$ cat config.mk
export PLATFORM = sky130hd
export DESIGN_NAME = base32hex_stream_codec_unit
export DESIGN_NICKNAME = d
export VERILOG_FILES = /design/src/design/b32h_pkg.sv /design/src/design/b32h_in_reg.sv /design/src/design/b32h_core.sv /design/src/design/b32h_out_buf.sv /design/src/design/base32hex_stream_codec_unit.sv
export SDC_FILE = /design/constraint.sdc
export NUM_CORES = 1
export LEC_CHECK = 0
export ABC_CLOCK_PERIOD_IN_PS = 27700
export BUFFER_PORTS_ARGS = -buffer_cell sky130_fd_sc_hd__buf_2
export CAP_MARGIN = 10
export CELL_PAD_IN_SITES_DETAIL_PLACEMENT = 1
export CELL_PAD_IN_SITES_GLOBAL_PLACEMENT = 2
export CORE_ASPECT_RATIO = 1.4
export CORE_MARGIN = 2
export CORE_UTILIZATION = 40
export CTS_BUF_LIST = sky130_fd_sc_hd__clkbuf_16
export CTS_CLUSTER_DIAMETER = 60
export DETAILED_ROUTE_END_ITERATION = 12
export PLACE_DENSITY = 0.85
export RECOVER_POWER = 25
export SLEW_MARGIN = 20
export SYNTH_ARGS = -nofsm -noshare
export SYNTH_HDL_FRONTEND = slang
export SYNTH_SLANG_ARGS = --single-unit
$ cat constraint.sdc
create_clock -name clk -period 27.7 [get_ports clk]
set_input_delay 0 -clock clk [delete_from_list [all_inputs] [get_ports clk]]
set_output_delay 0 -clock clk [all_outputs]
set_load 0.01 [all_outputs]
$ cat src/design/b32h_pkg.sv
// Shared types, constants and character mapping for the base32hex codec.
// No dependencies; used by b32h_core, b32h_out_buf and the top level of the codec.
`timescale 1ns / 1ps
`default_nettype none

package b32h_pkg;

  localparam int ACC_W       = 12;
  localparam int HELD_W      = 4;
  localparam int MAX_RESULTS = 3;
  localparam int ERR_POS_W   = 32;

  localparam logic DIRECTION_ENCODE = 1'b0;
  localparam logic DIRECTION_DECODE = 1'b1;

  // one result word
  typedef struct packed {
    logic [7:0]           value;
    logic                 is_error;
    logic [ERR_POS_W-1:0] err_pos;
    logic                 last;
  } result_t;

  typedef result_t [MAX_RESULTS-1:0] result_arr_t;

  // everything one input word produces
  typedef struct packed {
    logic [1:0]  count;
    result_arr_t res;
  } step_t;

  typedef struct packed {
    logic              direction;
    logic              failed;
    logic [HELD_W-1:0] bits_held;
  } status_t;

  function automatic logic [7:0] to_char(input logic [4:0] v);
    logic [7:0] r;
    if (v < 5'd10) r = 8'h30 + {3'b000, v};
    else           r = 8'h37 + {3'b000, v};
    return r;
  endfunction

  // {valid, 5-bit group}
  function automatic logic [5:0] from_char(input logic [7:0] c);
    logic [5:0] r;
    if (c >= 8'h30 && c <= 8'h39)      r = {1'b1, 5'(c - 8'h30)};
    else if (c >= 8'h41 && c <= 8'h56) r = {1'b1, 5'(c - 8'h37)};
    else                               r = 6'd0;
    return r;
  endfunction

  function automatic logic [ACC_W-1:0] low_mask(input logic [HELD_W-1:0] n);
    return (ACC_W'(1) << n) - ACC_W'(1);
  endfunction

endpackage

`default_nettype wire

$ cat src/design/b32h_in_reg.sv
// Input register stage of the base32hex codec.
// Depends on nothing but the port handshake; feeds b32h_core.
`timescale 1ns / 1ps
`default_nettype none

module b32h_in_reg (
  input  wire logic       clk,
  input  wire logic       rst_n,
  input  wire logic       in_valid,
  output logic            in_ready,
  input  wire logic [7:0] in_value,
  input  wire logic       in_is_last,
  input  wire logic       consume,
  output logic            valid_r,
  output logic [7:0]      value_r,
  output logic            last_r
);

  logic valid_nxt;

  assign in_ready = !valid_r || consume;

  always_comb begin
    valid_nxt = valid_r;
    if (in_valid && in_ready) valid_nxt = 1'b1;
    else if (consume)         valid_nxt = 1'b0;
  end

  always_ff @(posedge clk) begin
    if (!rst_n) begin
      valid_r <= 1'b0;
    end else begin
      valid_r <= valid_nxt;
    end
  end

  always_ff @(posedge clk) begin
    if (in_valid && in_ready) begin
      value_r <= in_value;
      last_r  <= in_is_last;
    end
  end

endmodule

`default_nettype wire

$ cat src/design/b32h_core.sv
// Codec state and the single-pass encode/decode step for one word.
// Uses b32h_pkg; takes words from b32h_in_reg, hands results to b32h_out_buf.
`timescale 1ns / 1ps
`default_nettype none

module b32h_core #(
  parameter int POSITION_WIDTH = 32
) (
  input  wire logic         clk,
  input  wire logic         rst_n,
  input  wire logic         cfg_wr_en,
  input  wire logic         cfg_wr_data,
  input  wire logic         item_valid,
  input  wire logic [7:0]   item_value,
  input  wire logic         item_last,
  input  wire logic [1:0]   space,
  output logic              consume,
  output b32h_pkg::step_t   step,
  output b32h_pkg::status_t status
);

  localparam int POS_W = (POSITION_WIDTH < 32) ? POSITION_WIDTH : 32;
  localparam int AW    = b32h_pkg::ACC_W;
  localparam int HW    = b32h_pkg::HELD_W;

  logic             dir_r;
  logic [AW-1:0]    acc_r, acc_nxt;
  logic [HW-1:0]    held_r, held_nxt;
  logic [POS_W-1:0] pos_r, pos_nxt;
  logic             failed_r, failed_nxt;

  // encode path
  logic [AW-1:0] enc_acc, enc_a1, enc_a2, enc_af;
  logic [HW-1:0] enc_held, enc_h1, enc_h2, enc_hf;
  logic [4:0]    enc_c0, enc_c1, enc_pad;
  logic          enc_two, enc_pad_en;

  // decode path
  logic [5:0]       dec_q;
  logic [AW-1:0]    dec_acc;
  logic [HW-1:0]    dec_h5;
  logic [POS_W-1:0] dec_pos_inc;

  b32h_pkg::step_t   step_c;
  b32h_pkg::result_t blank;

  always_comb begin
    enc_acc    = {acc_r[3:0], item_value};
    enc_held   = {1'b0, held_r[2:0]} + HW'(8);
    enc_c0     = 5'(enc_acc >> (enc_held - HW'(5)));
    enc_h1     = enc_held - HW'(5);
    enc_a1     = enc_acc & b32h_pkg::low_mask(enc_h1);
    enc_two    = enc_h1 >= HW'(5);
    enc_c1     = 5'(enc_a1 >> (enc_h1 - HW'(5)));
    enc_h2     = enc_h1 - HW'(5);
    enc_a2     = enc_a1 & b32h_pkg::low_mask(enc_h2);
    enc_hf     = enc_two ? enc_h2 : enc_h1;
    enc_af     = enc_two ? enc_a2 : enc_a1;
    enc_pad_en = item_last && (enc_hf != '0);
    // leftover bits go to the top of the final group
    enc_pad    = 5'(enc_af << (HW'(5) - enc_hf));
  end

  always_comb begin
    dec_q       = b32h_pkg::from_char(item_value);
    dec_acc     = {acc_r[6:0], dec_q[4:0]};
    dec_h5      = {1'b0, held_r[2:0]} + HW'(5);
    dec_pos_inc = (pos_r != '1) ? pos_r + POS_W'(1) : pos_r;
  end

  always_comb begin
    blank      = '0;
    step_c     = '0;
    acc_nxt    = acc_r;
    held_nxt   = held_r;
    pos_nxt    = pos_r;
    failed_nxt = failed_r;
    unique case (dir_r)
      b32h_pkg::DIRECTION_ENCODE: begin
        step_c.res[0]       = blank;
        step_c.res[0].value = b32h_pkg::to_char(enc_c0);
        step_c.res[1].value = b32h_pkg::to_char(enc_two ? enc_c1 : enc_pad);
        step_c.res[2].value = b32h_pkg::to_char(enc_pad);
        step_c.count        = 2'd1 + {1'b0, enc_two} + {1'b0, enc_pad_en};
        if (item_last) begin
          step_c.res[step_c.count - 2'd1].last = 1'b1;
          acc_nxt  = '0;
          held_nxt = '0;
          pos_nxt  = '0;
        end else begin
          acc_nxt  = enc_af;
          held_nxt = enc_hf;
        end
      end
      b32h_pkg::DIRECTION_DECODE: begin
        if (failed_r) begin
          if (item_last) begin
            acc_nxt    = '0;
            held_nxt   = '0;
            pos_nxt    = '0;
            failed_nxt = 1'b0;
          end
        end else if (!dec_q[5]) begin
          // bad character that completes no byte at end of message is dropped
          if (!(item_last && dec_h5 < HW'(8))) begin
            step_c.count           = 2'd1;
            step_c.res[0].is_error = 1'b1;
            step_c.res[0].err_pos  = b32h_pkg::ERR_POS_W'(pos_r);
            step_c.res[0].last     = item_last;
          end
          if (item_last) begin
            acc_nxt    = '0;
            held_nxt   = '0;
            pos_nxt    = '0;
          end else begin
            failed_nxt = 1'b1;
            pos_nxt    = dec_pos_inc;
          end
        end else begin
          if (dec_h5 >= HW'(8)) begin
            step_c.count        = 2'd1;
            step_c.res[0].value = 8'(dec_acc >> (dec_h5 - HW'(8)));
            step_c.res[0].last  = item_last;
          end
          if (item_last) begin
            acc_nxt  = '0;
            held_nxt = '0;
            pos_nxt  = '0;
          end else if (dec_h5 >= HW'(8)) begin
            held_nxt = dec_h5 - HW'(8);
            acc_nxt  = dec_acc & b32h_pkg::low_mask(dec_h5 - HW'(8));
            pos_nxt  = dec_pos_inc;
          end else begin
            held_nxt = dec_h5;
            acc_nxt  = dec_acc;
            pos_nxt  = dec_pos_inc;
          end
        end
      end
      default: ;
    endcase
  end

  assign step    = step_c;
  assign consume = item_valid && (step_c.count <= space);

  assign status.direction = dir_r;
  assign status.failed    = failed_r;
  assign status.bits_held = held_r;

  always_ff @(posedge clk) begin
    if (!rst_n) begin
      dir_r    <= b32h_pkg::DIRECTION_ENCODE;
      acc_r    <= '0;
      held_r   <= '0;
      pos_r    <= '0;
      failed_r <= 1'b0;
    end else if (cfg_wr_en) begin
      // a direction write aborts any message in flight
      dir_r    <= cfg_wr_data;
      acc_r    <= '0;
      held_r   <= '0;
      pos_r    <= '0;
      failed_r <= 1'b0;
    end else if (consume) begin
      acc_r    <= acc_nxt;
      held_r   <= held_nxt;
      pos_r    <= pos_nxt;
      failed_r <= failed_nxt;
    end
  end

endmodule

`default_nettype wire

$ cat src/design/b32h_out_buf.sv
// Three-word result buffer of the base32hex codec; head word drives the port.
// Uses b32h_pkg; filled by b32h_core.
`timescale 1ns / 1ps
`default_nettype none

module b32h_out_buf (
  input  wire logic            clk,
  input  wire logic            rst_n,
  input  wire logic            push,
  input  wire b32h_pkg::step_t step,
  output logic [1:0]           space,
  output logic                 out_valid,
  input  wire logic            out_ready,
  output logic [7:0]           out_value,
  output logic                 out_is_error,
  output logic [31:0]          out_error_position,
  output logic                 out_last_of_message
);

  localparam int N = b32h_pkg::MAX_RESULTS;

  b32h_pkg::result_t [N-1:0] slots_r, slots_nxt, shifted;
  logic [1:0] count_r, count_nxt, cnt_after;
  logic [2:0] k;
  logic       pop;

  assign out_valid = count_r != 2'd0;
  assign pop       = out_valid && out_ready;
  // space is taken before this cycle's pop, so ready never waits on out_ready
  assign space     = 2'd3 - count_r;
  assign cnt_after = count_r - {1'b0, pop};

  always_comb begin
    shifted = slots_r;
    if (pop) begin
      for (int i = 0; i < N - 1; i++) shifted[i] = slots_r[i+1];
    end
    slots_nxt = shifted;
    k         = '0;
    for (int i = 0; i < N; i++) begin
      k = 3'(i) - {1'b0, cnt_after};
      if (push && 3'(i) >= {1'b0, cnt_after} && k < {1'b0, step.count}) begin
        slots_nxt[i] = step.res[k[1:0]];
      end
    end
    count_nxt = cnt_after + (push ? step.count : 2'd0);
  end

  always_ff @(posedge clk) begin
    if (!rst_n) begin
      count_r <= 2'd0;
    end else begin
      count_r <= count_nxt;
    end
  end

  always_ff @(posedge clk) begin
    slots_r <= slots_nxt;
  end

  assign out_value           = slots_r[0].value;
  assign out_is_error        = slots_r[0].is_error;
  assign out_error_position  = slots_r[0].err_pos;
  assign out_last_of_message = slots_r[0].last;

endmodule

`default_nettype wire

$ cat src/design/base32hex_stream_codec_unit.sv
// Top level of the streaming base32hex (0-9, A-V, unpadded) codec.
// Instantiates b32h_in_reg, b32h_core and b32h_out_buf; uses b32h_pkg.
//
// Streams bytes to base32hex characters (cfg direction 0) or characters back
// to bytes (direction 1); in_is_last ends a message. A word passes an input
// register and its results wait in a three-word buffer. Decode takes one word
// per cycle while the buffer has room. Encode gives one or two characters per
// byte (three on a last byte with leftover bits) and the port moves one result
// per cycle while out_ready is high, so bytes go in more slowly than characters
// leave. A bad character while decoding gives one error word (value 0, position
// within the message, saturating) and the rest of that message is dropped up to
// its last word. Direction is to be written only while idle; the block does not
// enforce it. Each write clears the message state.
`timescale 1ns / 1ps
`default_nettype none

module base32hex_stream_codec_unit #(
  parameter int POSITION_WIDTH = 32
) (
  input  wire logic        clk,
  input  wire logic        rst_n,
  input  wire logic        cfg_wr_en,
  input  wire logic        cfg_wr_data,
  input  wire logic        in_valid,
  output logic             in_ready,
  input  wire logic [7:0]  in_value,
  input  wire logic        in_is_last,
  output logic             out_valid,
  input  wire logic        out_ready,
  output logic [7:0]       out_value,
  output logic             out_is_error,
  output logic [31:0]      out_error_position,
  output logic             out_last_of_message
);

  logic              item_valid, item_last, consume;
  logic [7:0]        item_value;
  logic [1:0]        space;
  b32h_pkg::step_t   step;
  b32h_pkg::status_t status;

  b32h_in_reg u_in_reg (
    .clk       (clk),
    .rst_n     (rst_n),
    .in_valid  (in_valid),
    .in_ready  (in_ready),
    .in_value  (in_value),
    .in_is_last(in_is_last),
    .consume   (consume),
    .valid_r   (item_valid),
    .value_r   (item_value),
    .last_r    (item_last)
  );

  b32h_core #(
    .POSITION_WIDTH(POSITION_WIDTH)
  ) u_core (
    .clk        (clk),
    .rst_n      (rst_n),
    .cfg_wr_en  (cfg_wr_en),
    .cfg_wr_data(cfg_wr_data),
    .item_valid (item_valid),
    .item_value (item_value),
    .item_last  (item_last),
    .space      (space),
    .consume    (consume),
    .step       (step),
    .status     (status)
  );

  b32h_out_buf u_out_buf (
    .clk                (clk),
    .rst_n              (rst_n),
    .push               (consume),
    .step               (step),
    .space              (space),
    .out_valid          (out_valid),
    .out_ready          (out_ready),
    .out_value          (out_value),
    .out_is_error       (out_is_error),
    .out_error_position (out_error_position),
    .out_last_of_message(out_last_of_message)
  );

  // encoder never holds a full group between bytes
  a_enc_held: assert property (@(posedge clk) disable iff (!rst_n)
    status.direction == b32h_pkg::DIRECTION_ENCODE |-> status.bits_held < 4'd5)
    else $error("encode leftover bit count out of range");

  a_err_value: assert property (@(posedge clk) disable iff (!rst_n)
    out_valid && out_is_error |-> out_value == 8'd0)
    else $error("error word carries a nonzero value");

  a_pos_zero: assert property (@(posedge clk) disable iff (!rst_n)
    out_valid && !out_is_error |-> out_error_position == 32'd0)
    else $error("data word carries an error position");

  a_fail_dir: assert property (@(posedge clk) disable iff (!rst_n)
    status.failed |-> status.direction == b32h_pkg::DIRECTION_DECODE)
    else $error("failed flag set while encoding");

endmodule

`default_nettype wire

# == Word-level counts from Yosys, hierarchy flattened ==
# Cells that the tools add are included.
# classes
addsub,27
mul,0
n_div,0
order_cmp,22
eq_ne,2
n_shift,7
mux,63
n_bitwise,5
reduce_logical,24
# op_table
cell,count
42-bit binary-select mux with 2-bit select,3
42-bit two-way mux,6
84-bit two-way mux,2
32-bit two-way mux,4
126-bit bitwise mux,1
126-bit two-way mux,1
42-bit demux with 2-bit select,1
12-bit two-way mux,7
42-bit one-hot mux with 2 select lines,1
8-bit two-way mux,8
32-bit one-hot mux with 2 select lines,1
"6-bit by 5-bit adder with 7-bit output, first input constant",6
12-bit AND,3
"1-bit by 4-bit left shift with 12-bit output, first input constant",3
"12-bit by 2-bit subtractor with 12-bit output, second input constant",3
34-bit two-way mux,1
33-bit two-way mux,1
"32-bit by 1-bit adder with 32-bit output, second input constant",1
"32-bit != test, second input constant",1
4-bit two-way mux,7
12-bit one-hot mux with 2 select lines,1
12-bit by 4-bit right shift with 5-bit output,2
"5-bit by 4-bit < comparator with 1-bit output, second input constant",3
1-bit logical AND,14
other kinds (43),69
# totals
register_bits,188
latch_bits,0
ramBits,0
mem_bits_ro,0
in_bits,15
out_inout_bits,44
word_cells,171
mem_count,0

# == Depth between registers and ports, before layout ==
# Gate-level depths: netlist of the first run.
# depth
depth_word,18
depth_mapped,25
ltp_nobuf,21

# == Modules after synthesis ==
# A second synthesis of the first run with hierarchy kept.
# hier_totals
hier_cells,1311
hier_area_um2,13434.1
# by_module_without_submodules
module,instances,cells_per_inst,area_each_um2,seq_area_each_um2
b32h_out_buf,1,440,6914.1,3823.7
b32h_core,1,857,6192.2,900.9
b32h_in_reg,1,14,327.8,290.3

# == Worst setup path before layout of the first run ==
# No wires, ideal clock.
# synth_path
path_kind,register to register
from,register u_core.held_r[0]
to,"register u_out_buf.slots_r, in the netlist u_out_buf.shifted[100], enable pin"
setup_ns,0.667
t_arrival_ns,10.486
required_ns,27.033
path_slack_ns,16.547
stages_incl_launch_ff,19
path_buffers,3
synth_period_minus_slack_ns,11.153
cell_sequence,dfxtp_1 buf_4 inv_2 buf_1 ha_1 buf_6 xor2_2 o21ai_2 mux2i_1 nand2_1 o31ai_1 inv_1 ha_1 o211a_1 ha_1 nand2_1 o21ai_0 nand2_1 a2111oi_0
# synth_via
elab_chain_len,12
word_cells_on_any_way,23
classes_between,add/sub (6); order compare (5); mux (6); reduce/logical (6)
# synth_lines
element,line_no,rtl
"start, declared",b32h_core.sv:28,"logic [HW-1:0] held_r, held_nxt;"
"start signal, assigned",b32h_core.sv:167,held_r <= held_nxt;
3-bit by 4-bit adder with 4-bit output,b32h_core.sv:49,"enc_held = {1'b0, held_r[2:0]} + HW'(8);"
4-bit by 3-bit subtractor with 4-bit output,b32h_core.sv:51,enc_h1 = enc_held - HW'(5);
4-bit by 3-bit subtractor with 4-bit output or 4-bit by 3-bit >= comparator with 1-bit output (tied branches),"b32h_core.sv:55, b32h_core.sv:53",
4-bit two-way mux,b32h_core.sv:57,enc_hf = enc_two ? enc_h2 : enc_h1;
4-bit nonzero test,b32h_core.sv:59,enc_pad_en = item_last && (enc_hf != '0);
1-bit logical AND,b32h_core.sv:59,
2-bit by 1-bit adder with 2-bit output,b32h_core.sv:84,"step_c.count = 2'd1 + {1'b0, enc_two} + {1'b0, enc_pad_en};"
2-bit one-hot mux with 2 select lines (*),b32h_core.sv:78,unique case (dir_r)
2-bit less-or-equal comparator,b32h_core.sv:145,assign consume = item_valid && (step_c.count <= space);
1-bit logical AND,b32h_core.sv:145,
1-bit logical AND,b32h_out_buf.sv:42,"if (push && 3'(i) >= {1'b0, cnt_after} && k < {1'b0, step.count}) begin"
1-bit logical AND (*),b32h_out_buf.sv:42,
"end signal, assigned",b32h_out_buf.sv:58,slots_r <= slots_nxt;
"end, declared",b32h_out_buf.sv:22,"b32h_pkg::result_t [N-1:0] slots_r, slots_nxt, shifted;"
# Mark *: on every way between the ends. The rest lies on a longest branch, timed or not.
# A chain may end at the register's enable or synchronous reset.

# == Worst setup path in the final report of the first run ==
# layout_path
from,register u_core.held_r[1]
to,register u_core.pos_r[31]
# layout_via
elab_chain_len,11
word_cells_on_any_way,21
classes_between,add/sub (6); order compare (4); mux (6); reduce/logical (5)
# layout_lines
element,line_no,rtl
3-bit by 4-bit adder with 4-bit output,b32h_core.sv:49,
4-bit by 3-bit subtractor with 4-bit output,b32h_core.sv:51,
4-bit by 3-bit subtractor with 4-bit output or 4-bit by 3-bit >= comparator with 1-bit output (tied branches),"b32h_core.sv:55, b32h_core.sv:53",
4-bit two-way mux,b32h_core.sv:57,
4-bit nonzero test,b32h_core.sv:59,
1-bit logical AND,b32h_core.sv:59,
2-bit by 1-bit adder with 2-bit output,b32h_core.sv:84,
2-bit one-hot mux with 2 select lines (*),b32h_core.sv:78,
2-bit less-or-equal comparator (*),b32h_core.sv:145,
1-bit logical AND (*),b32h_core.sv:145,
2-bit AND reduction (no line) (*),--,
"end signal, assigned",b32h_core.sv:168,pos_r <= pos_nxt;
"end, declared",b32h_core.sv:29,"logic [POS_W-1:0] pos_r, pos_nxt;"
# Marks and branches as above.

==> impl_metrics.ini, run 1 <==
[pwr]
ir_drop_v = 0.0000718
clkPwrFrac_pct = 19.8
p_sw_uw = 471
power.share.sequential_pct = 36.8
power_frac_comb_pct = 43.4
p_per_area_mw_per_mm2 = 87.3
internal_power_uw = 682
power.leakage_uw = 0.00462
netSwitchingFraction_pct = 40.9

[logic_synthesis]
synth_seq_cells = 182
syn-num-nets = 1286
yosys_warnings = 0
seq_area_frac_synth_pct = 41.5
netlist_instances = 1236
avgSynthCellArea_sq_um = 9.75
synth_cell_types = 104
synth_area_sq_mm = 0.0120
synth_edf_count = 135
synth.area.top_cells = edfxtp_1, dfxtp_1, a22o_1
yosysTopAreaCell = edfxtp_1
synth_top_area_share_pct = 33.6
synth-async-reset-ratio_pct = 0
synth-main-ff-cell = edfxtp_1

[critical_path]
crit_required_ns = 28.02
cp-start-kind = register
critPathArrivalTime_ns = 7.64
criticalPathCategory = register to register
cp_max_fo = 19
cp-end-kind = register
reg2reg_setup_slack_ns = 20.37

[placed_design]
hpwl_microns = 27900
placedInstanceArea_sq_mm = 0.0126
portBuffers = 58
dp_slack_ns = 20.65
dp_cells = 1607
place_congestion = 0.926

[global_route]
overflow = 0
antenna_found_initial = 0
grt_pass1_vias = 10713
grt_pass1_wl_microns = 62000
grtUsageTotal_pct = 25.6
grt_max_degree = 64

[timing]
rsz0062_at_grt = no
min_period_ns = 7.33
finalHoldViolCount = 0
slew-limit-headroom_pct = -27.9
fin_crit_sh_pct = 26.5
worst_slack_ns = 20.37
timing.fmax_ghz = 0.136
slew_violations = 72
setup-violations-final = 0
skew_ns = 0.00698
setup_tns_ns = 0
worst_slew_pin_slew_ns = 1.92

[clock_tree]
htree_levels = 4
clkTransAtPathRegs_ns = 0.07
clk_latency_ns = 0.44
cts-root-buf = clkbuf_16
numClockSinks = 182
numCtsBuffers = 17
cts_resized = 0
clk_path_buf_depth = 2
tritoncts = yes
hold_buffers = 15
post-cts-setup-buffers = 0

[drt]
drtIter0Drc = 503
drc = 0
vias = 10243
avgViaCountPerCell = 6.19
ant_nets = 0
routedWlPerCell_microns = 23.9
drt-total-wl_microns = 39600
drt_first_pass_iters = 5

[layout]
areaGrowthSynthToFinish_pct = 9.67
drive_gt1_share_pct = 10.1
diodes = 0
utilization_pct = 44.3
num-nets-final = 1306
stdcell_area_sq_mm = 0.0132
fill_cells = 3428
fin_cells = 1654

[min_path]
hp-class = input pin to register

[floorplan]
die_h_microns = 209
fp.dieW_microns = 151
die_area_sq_mm = 0.0315
placementRows = 75
coreArea_sq_mm = 0.0298
start_util_pct = 40.4
ios = 59

[status]
violations = max-capacitance violations, max-slew violations
outcome = finished, violations left

[job]
maxCapViolCount = 2
==> layout by cell type (no fill, tap or decap), drive strengths merged, types with 23 or more instances in the layout <==
cell type / synthesis / final
edfxtp: 135 / 135
nor2: 109 / 109
nand2: 93 / 93
o21ai: 70 / 70
a22o: 66 / 66
clkbuf: 58 / 64
a21oi: 56 / 56
dfxtp: 47 / 47
and2: 43 / 43
inv: 36 / 41
ha: 35 / 35
nor3: 33 / 33
nand3: 32 / 32
buf: 35 / 32
mux2i: 28 / 28
xor2: 26 / 26
xnor2: 23 / 23
==> Yosys cell counts, types with 24 or more instances <==
library cell	count
a21oi_1	53
and2_1	43
o21ai_0	61
mux2i_1	28
nor2_1	108
nor3_1	30
clkbuf_1	58
dfxtp_1	47
inv_1	31
nand2_1	93
edfxtp_1	135
ha_1	35
a22o_1	66
xor2_1	24
nand3_1	32
==> area by class of cell <==
cell class / count / area (sq um) / area share (%)
Clock buffer: 17 / 425 / 3.22
Clock inverter: 15 / 114 / 0.862
Inverter: 38 / 143 / 1.08
Multi-Input combinational cell: 923 / 6520 / 49.4
Sequential cell: 182 / 5000 / 37.8
Tap cell: 385 / 482 / 3.65
Timing Repair Buffer: 94 / 529 / 4.01
==> layer usage <==
layer / vias up / GRT usage (%) / part of all wire (%)
met5: - / 0 / 0
met4: 0 / 13.0 / 5.1
met3: 90 / 3.11 / 3.2
met2: 254 / 45.6 / 52
met1: 5152 / 29.8 / 39
li1: 4747 / - / -
==> logic make-up after synthesis <==
| group | count (synthesis) | synth area share [%] |
|---|---|---|
| mux | 43 | 4.48 |
| flops | 182 | 41.5 |
| simple gates | 417 | 17.7 |
| compound gates | 378 | 24.1 |
| fa+ha+maj | 35 | 3.63 |
| xor+xnor | 50 | 3.95 |
| buf+inv | 131 | 4.71 |
==> registers in the layout, summed over array words and instances, names as in the netlist <==
name / cells
u_out_buf.shifted: 42
u_out_buf.slots_r: 42
u_core.pos_r: 32
u_out_buf.out_error_position: 32
u_in_reg.value_r: 8
u_out_buf.out_value: 8
u_core.acc_r: 7
u_core.held_r: 3
u_out_buf.count_r: 2
u_core.dir_r: 1
u_core.failed_r: 1
u_in_reg.last_r: 1
u_in_reg.valid_r: 1
u_out_buf.out_is_error: 1
u_out_buf.out_last_of_message: 1
==> through the flow <==
| step | hold WS [ns] | power, uW |
|---|---|---|
| after floorplan | 0.0989 | 766 |
| after global placement | 0.178 | 922 |
| after detailed placement | 0.179 | 931 |
| after CTS | 0.208 | 1170 |
| after global routing | 0.238 | 1220 |
| final | 0.222 | 1150 |
==> final timing paths <==
kind,startpoint,endpoint,depth (start not counted)
worst min-delay path,in_valid,u_in_reg.last_r,3
worst min register to register,u_out_buf.shifted[117],u_out_buf.slots_r[75],1
worst max register to register,u_core.held_r[1],u_core.pos_r[31],21
worst max-delay path,u_core.held_r[1],u_core.pos_r[31],21
==> worst max-delay path, stage by stage, from the launching register on <==
cell and delay [ns]:
dfxtp_1 0.77, inv_1 0.28, ha_1 0.87, clkbuf_1 0.72
inv_1 0.33, mux2i_1 0.37, nand2_1 0.09, o31ai_1 0.44
inv_1 0.09, ha_1 0.32, o211a_1 0.26, ha_1 0.30
nand2_1 0.07, o21a_1 0.14, nor4b_1 0.50, o2111ai_1 0.29
nor3_1 0.41, and2_1 0.25, nor2b_1 0.36, nand2_1 0.12
xor2_1 0.17, nor2_1 0.06
==> power groups by stage <==
stage               clock network, uW  logic, uW  registers, uW
floorplan                           0        328            438
global placement                    0        494            429
detailed placement                  0        501            431
CTS                               232        508            426
global route                      242        543            431
finish                            228        501            425
Power figures use the tool's default switching activity.
==> inputs of run 2 (changes only) <==
--- a/config.mk
+++ b/config.mk
@@ -5,18 +5,19 @@
 export SDC_FILE = /design/constraint.sdc
 export NUM_CORES = 1
 export LEC_CHECK = 0
-export ABC_CLOCK_PERIOD_IN_PS = 27700
+export ABC_AREA = 1
+export ABC_CLOCK_PERIOD_IN_PS = 6250
 export BUFFER_PORTS_ARGS = -buffer_cell sky130_fd_sc_hd__buf_2
 export CAP_MARGIN = 10
 export CELL_PAD_IN_SITES_DETAIL_PLACEMENT = 1
 export CELL_PAD_IN_SITES_GLOBAL_PLACEMENT = 2
 export CORE_ASPECT_RATIO = 1.4
 export CORE_MARGIN = 2
-export CORE_UTILIZATION = 40
+export CORE_UTILIZATION = 33
 export CTS_BUF_LIST = sky130_fd_sc_hd__clkbuf_16
 export CTS_CLUSTER_DIAMETER = 60
 export DETAILED_ROUTE_END_ITERATION = 12
-export PLACE_DENSITY = 0.85
+export PLACE_DENSITY = 0.81
 export RECOVER_POWER = 25
 export SLEW_MARGIN = 20
 export SYNTH_ARGS = -nofsm -noshare
==> constraint.sdc (replaced) <==
create_clock -name clk -period 6.25 [get_ports clk]
set_input_delay 0 -clock clk [delete_from_list [all_inputs] [get_ports clk]]
set_output_delay 0 -clock clk [all_outputs]
set_load 0.01 [all_outputs]
==> run 2 against run 1 <==
Compared with the run above:
- the flow still finishes with violations (max-capacitance violations, max-slew violations)
- die area rose by 11%
- cell count rose by 18%
- routed wire length fell by 5.7%
- synthesized cell count rose by 15%
- utilization fell by 6.3 points
- largest cell class unchanged
- final area fell by 4.8%
- register-to-register slack got worse by 20 ns
- flip-flop and latch count did not move
- first-iteration DRC count fell by 10%
- clock power rose to 4.8 times the previous value
- critical endpoint is now u_out_buf.slots_r[72]
- non-clock buffer count rose by 6
- sequential share of layout area rose by 1.9 points
==> impl_metrics.ini, run 2 <==
[drt]
ant_nets = 0
avgViaCountPerCell = 5.21
drtIter0Drc = 452
drc = 0
vias = 10146
drt_first_pass_iters = 5
drt-total-wl_microns = 37300
routedWlPerCell_microns = 19.1

[logic_synthesis]
yosysTopAreaCell = edfxtp_1
syn-num-nets = 1475
synth_edf_count = 135
yosys_warnings = 0
synth-async-reset-ratio_pct = 0
synth_top_area_share_pct = 36.7
seq_area_frac_synth_pct = 45.3
netlist_instances = 1425
synth.area.top_cells = edfxtp_1, nand2_1, dfxtp_1
synth-main-ff-cell = edfxtp_1
synth_cell_types = 55
synthTopCellsByCount = nand2_1, o21ai_0, edfxtp_1
synth_area_sq_mm = 0.0110
synth_seq_cells = 182
avgSynthCellArea_sq_um = 7.75
synth.most_common_cell = nand2_1

[placed_design]
hpwl_microns = 28100
portBuffers = 58
dp_cells = 1904
placedInstanceArea_sq_mm = 0.0119
place_congestion = 0.907

[critical_path]
cp_max_fo = 42
critPathSlowestCell = buf_4
cp-start-kind = register
reg2reg_setup_slack_ns = 0.72
cp-end-kind = register
critPathArrivalTime_ns = 5.72
crit_required_ns = 6.44
critPathMaxStageDelay_ns = 0.45
criticalPathCategory = register to register
path_common_cell = nand2_1
r2r_end = u_out_buf.slots_r[72]
r2r_start = u_core.held_r[1]
worst-r2r-cell-count = 30

[clock_tree]
post-cts-setup-buffers = 0
tritoncts = yes
numCtsBuffers = 17
clkTransAtPathRegs_ns = 0.07
clk_latency_ns = 0.46
cts-root-buf = clkbuf_16
clk_path_buf_depth = 2
htree_levels = 4
numClockSinks = 182

[floorplan]
coreArea_sq_mm = 0.0331
die_h_microns = 220
start_util_pct = 33.3
placementRows = 79
fp.dieW_microns = 159
die_area_sq_mm = 0.0349
ios = 59

[pwr]
p_per_area_mw_per_mm2 = 448
power.leakage_uw = 0.00490
ir_drop_v = 0.000266

[timing]
setup-violations-final = 0
skew_ns = 0.0185
rsz0062_at_grt = no
setup_tns_ns = 0
slew_violations = 34
min_period_ns = 5.53
worst_slew_pin_slew_ns = 1.80
slew-limit-headroom_pct = -19.9
timing.fmax_ghz = 0.181
finalHoldViolCount = 0
fin_crit_sh_pct = 88.5

[global_route]
grt_max_degree = 43
overflow = 0
grtUsageTotal_pct = 22.4
grt_pass1_wl_microns = 59500
grt_pass1_vias = 10811
antenna_found_initial = 0

[status]
outcome = finished, violations left
violations = max-capacitance violations, max-slew violations

[layout]
num-nets-final = 1541
drive_gt1_share_pct = 8.11
final_common_cell = nand2_1
areaGrowthSynthToFinish_pct = 13.9
stdcell_area_sq_mm = 0.0126
final_cell_mix = nand2_1, o21ai_0, edfxtp_1
fin_cells = 1949
diodes = 0

[min_path]
min_to = u_core.acc_r[2]
worstHoldStart = cfg_wr_en
min_delay_path_depth = 4
hp-class = input pin to register

[job]
maxCapViolCount = 1
-- run 2: cell count changes in the layout (fill, tap and decap cells not counted), moves of 22 or more --
cell	previous run	this run
mux2i_1	28	0
inv_1	33	134
a22o_1	66	1
o21ai_0	61	162
nand2_1	91	368
and2_0	25	0
nand3_1	31	99
nor2_1	108	130
-- run 2: cell families (layout without fill, tap and decap cells) --
logic type	after synthesis	after routing	synth area share, %
AO/OA/AOI/OAI	307	307	15.7
buffers and inverters	198	277	6.96
adder cells (fa/ha/maj)	35	35	3.97
XOR/XNOR	16	16	1.51
AND/OR/NAND/NOR	687	687	26.6
flip-flops	182	182	45.3
-- run 2: layout make-up --
type	instances	area (sq um)
Inverter	145	544
Sequential cell	182	5000
Timing Repair Buffer	100	582
Tap cell	445	557
Fill cell	4128	20500
Clock buffer	17	425
Multi-Input combinational cell	1045	5320
Clock inverter	15	151
-- run 2: power breakdown --
part / internal (uW) / switching, uW / leakage (uW)
Clock: 591 / 497 / 0.000292
Sequential: 1780 / 102 / 0.00165
Combinational: 743 / 1910 / 0.00296
-- run 2: per-stage QoR --
stage	hold WS [ns]	power, uW	setup slack (ns)	util (%)
4_1_cts	0.0695	5730	0.367	38.1
5_1_grt	0.109	6080	0.0948	38.0
3_3_place_gp	0.176	4550	0.610	36.0
2_1_floorplan	0.0935	3720	0.403	-
3_5_place_dp	0.179	4610	0.400	36.0
6_report	0.101	5630	0.719	38.0
-- run 2: worst max-delay path by stage --
stage | from | to | slack, ns | cells after the start
floorplan | u_core.held_r[0] | u_out_buf.slots_r[42] | 0.40 | 29
finish | u_core.held_r[1] | u_out_buf.slots_r[72] | 0.72 | 30
CTS | u_core.held_r[1] | u_core.pos_r[24] | 0.37 | 33
detailed placement | u_core.held_r[1] | u_core.pos_r[24] | 0.40 | 33
global route | u_core.held_r[1] | u_core.pos_r[21] | 0.09 | 33
global placement | u_core.held_r[1] | u_core.pos_r[24] | 0.61 | 33
-- run 2: worst max-delay path, delay by kind of cell, from the launching register on --
family	cells	cell delay [ns]
flip-flops	1	0.32
adder cells (fa/ha/maj)	3	0.80
AND/OR/NAND/NOR	15	2.04
AO/OA/AOI/OAI	3	0.57
buffers and inverters	9	1.50
-- run 2: metal layers --
layer,vias to the layer above,part of all wire [%],global-route usage (%)
li1,4968,-,-
met1,4988,39,24.1
met2,130,55,43.1
met3,60,2.1,2.74
met4,0,3.8,10.0
met5,-,0,0
-- run 2: timing repair --
action / in CTS / in global routing
setup endpoints to repair: 0 / 7
gates resized for setup: 0 / 4
hold buffers: 13 / 0
endpoints found under the hold margin: 13 / 0
==> inputs of run 3 (changes only) <==
--- a/config.mk
+++ b/config.mk
@@ -7,16 +7,17 @@
 export LEC_CHECK = 0
 export ABC_AREA = 1
 export ABC_CLOCK_PERIOD_IN_PS = 6250
-export BUFFER_PORTS_ARGS = -buffer_cell sky130_fd_sc_hd__buf_2
+export BUFFER_PORTS_ARGS = -buffer_cell sky130_fd_sc_hd__clkbuf_2
 export CAP_MARGIN = 10
 export CELL_PAD_IN_SITES_DETAIL_PLACEMENT = 1
 export CELL_PAD_IN_SITES_GLOBAL_PLACEMENT = 2
 export CORE_ASPECT_RATIO = 1.4
-export CORE_MARGIN = 2
+export CORE_MARGIN = 4
 export CORE_UTILIZATION = 33
 export CTS_BUF_LIST = sky130_fd_sc_hd__clkbuf_16
 export CTS_CLUSTER_DIAMETER = 60
 export DETAILED_ROUTE_END_ITERATION = 12
+export MAX_ROUTING_LAYER = met4
 export PLACE_DENSITY = 0.81
 export RECOVER_POWER = 25
 export SLEW_MARGIN = 20
==> run 3 against run 2 <==
Compared with the run above:
- the run still ends with max-capacitance violations, max-slew violations left
- cell count grew 0.26%
- final area up 0.20%
- count of clock-buffer cells in the layout unchanged
- combinational power grew 2%
- total power down 0.11%
- critical path depth increased by 1
- setup slack got worse by 0.072 ns
- clock power decreased by 6%
- clock skew down 0.010 ns
- register-to-register slack got worse by 0.07 ns
- critical endpoint is now u_out_buf.slots_r[69]
- largest power group unchanged
==> impl_metrics.ini, run 3 (synthesis gave the netlist of run 2 again) <==
[drt]
drt-total-wl_microns = 38100
avgViaCountPerCell = 5.22
ant_nets = 0
vias = 10192
drtIter0Drc = 506
drc = 0
routedWlPerCell_microns = 19.5
drt_first_pass_iters = 5

[timing]
rsz0062_at_grt = no
setup_tns_ns = 0
finalHoldViolCount = 0
skew_ns = 0.00831
min_period_ns = 5.60
slew-limit-headroom_pct = -11.4
fin_crit_sh_pct = 89.6
setup-violations-final = 0
slew_violations = 34
timing.fmax_ghz = 0.178
worst_slew_pin_slew_ns = 1.67

[layout]
diodes = 0
areaGrowthSynthToFinish_pct = 14.1
drive_gt1_share_pct = 8.61
num-nets-final = 1546
utilization_pct = 38.0
final_common_cell = nand2_1
final_cell_mix = nand2_1, o21ai_0, edfxtp_1
fill_cells = 4027

[floorplan]
die_h_microns = 224
placementRows = 79
die_area_sq_mm = 0.0365
ios = 59
coreArea_sq_mm = 0.0331
start_util_pct = 33.3
fp.dieW_microns = 163

[placed_design]
place_congestion = 0.940
hpwl_microns = 29300
portBuffers = 58

[critical_path]
critPathMaxStageDelay_ns = 0.51
critPathArrivalTime_ns = 5.75
crit_path_start = u_core.held_r[1]
criticalPathCategory = register to register
cp_max_fo = 26
cp-end-kind = register
critPathSlowestCell = nand2_2
worst-r2r-cell-count = 31
r2r_start = u_core.held_r[1]
cp-start-kind = register
crit_required_ns = 6.40
path_common_cell = nand2_1

[clock_tree]
numCtsBuffers = 17
clk_path_buf_depth = 2
clkTransAtPathRegs_ns = 0.07
tritoncts = yes
clk_latency_ns = 0.45
cts-root-buf = clkbuf_16
htree_levels = 4
numClockSinks = 182
post-cts-setup-buffers = 0

[job]
maxCapViolCount = 1

[global_route]
antenna_found_initial = 0
grt_pass1_vias = 10852
grt_max_degree = 53
grtUsageTotal_pct = 21.8
grt_pass1_wl_microns = 59800
overflow = 0

[status]
violations = max-capacitance violations, max-slew violations
outcome = finished, violations left

[pwr]
power.total_uw = 5620
p_per_area_mw_per_mm2 = 447
ir_drop_v = 0.000267
power.leakage_uw = 0.00491

[min_path]
hp-class = input pin to register
worstHoldStart = cfg_wr_en
min_delay_path_depth = 4
run 3: cell count changes in the layout (fill, tap and decap cells not counted), sizes merged:
cell,delta
inv,+3
clkbuf,+15
bufinv,-2
buf,-10
clkinv,-1
run 3: metal layers:
layer / share of wire (%) / track usage [%] / up-vias / routed length [microns]
met3: 2.4 / 3.08 / 73 / 931
met5: 0 / - / - / 0
met1: 39 / 22.4 / 4977 / 14800
li1: - / - / 4981 / -
met2: 55 / 41.6 / 161 / 21000
met4: 3.7 / 8.26 / 0 / 1420
run 3: report_power, final:
part | internal [uW] | total (uW) | leakage (uW) | switching [uW]
Combinational | 763 | 2710 | 0.00299 | 1950
Clock | 517 | 1020 | 0.000276 | 505
Sequential | 1780 | 1890 | 0.00165 | 106
Total | 3060 | 5620 | 0.00491 | 2560
run 3: final cells by class:
class	instances	area, sq um	area share (%)
inverter	145	544	4.32
multi-input combinational	1045	5330	42.3
timing repair buffer	105	632	5.02
tap	445	557	4.42
clock buffer	17	425	3.38
sequential	182	5000	39.7
clock inverter	15	114	0.904
run 3: final timing paths:
| kind | slack, ns | endpoint |
|---|---|---|
| max | 0.65 | u_out_buf.slots_r[69] |
| max reg2reg | 0.65 | u_out_buf.slots_r[69] |
| min reg2reg | 0.48 | u_core.pos_r[10] |
| min | 0.08 | u_core.held_r[2] |
run 3: what timing repair did:
item | 4_1_cts | 5_1_grt
gates resized for setup | 0 | 7
hold buffers | 13 | 0
endpoints found under the hold margin | 13 | 0
endpoints found under the setup margin | 0 | 89
run 3: stage by stage:
| step | setup slack [ns] | cells | hold WS, ns | area [sq um] |
|---|---|---|---|---|
| 2_1_floorplan | 0.403 | 1425 | 0.0935 | 11100 |
| 3_3_place_gp | 0.438 | 1909 | 0.176 | 12000 |
| 3_5_place_dp | 0.178 | 1909 | 0.179 | 12000 |
| 4_1_cts | 0.187 | 1954 | 0.0345 | 12600 |
| 5_1_grt | 0.0168 | 1954 | 0.0837 | 12600 |
| 6_report | 0.647 | 1954 | 0.0810 | 12600 |
run 3: worst max-delay path: cells and delay by family (launching register included):
family,cells,cell delay [ns]
AND/OR/NAND/NOR,15,2.23
AO/OA/AOI/OAI,3,0.53
adder cells (fa/ha/maj),3,0.82
flip-flops,1,0.31
buffers and inverters,10,1.39
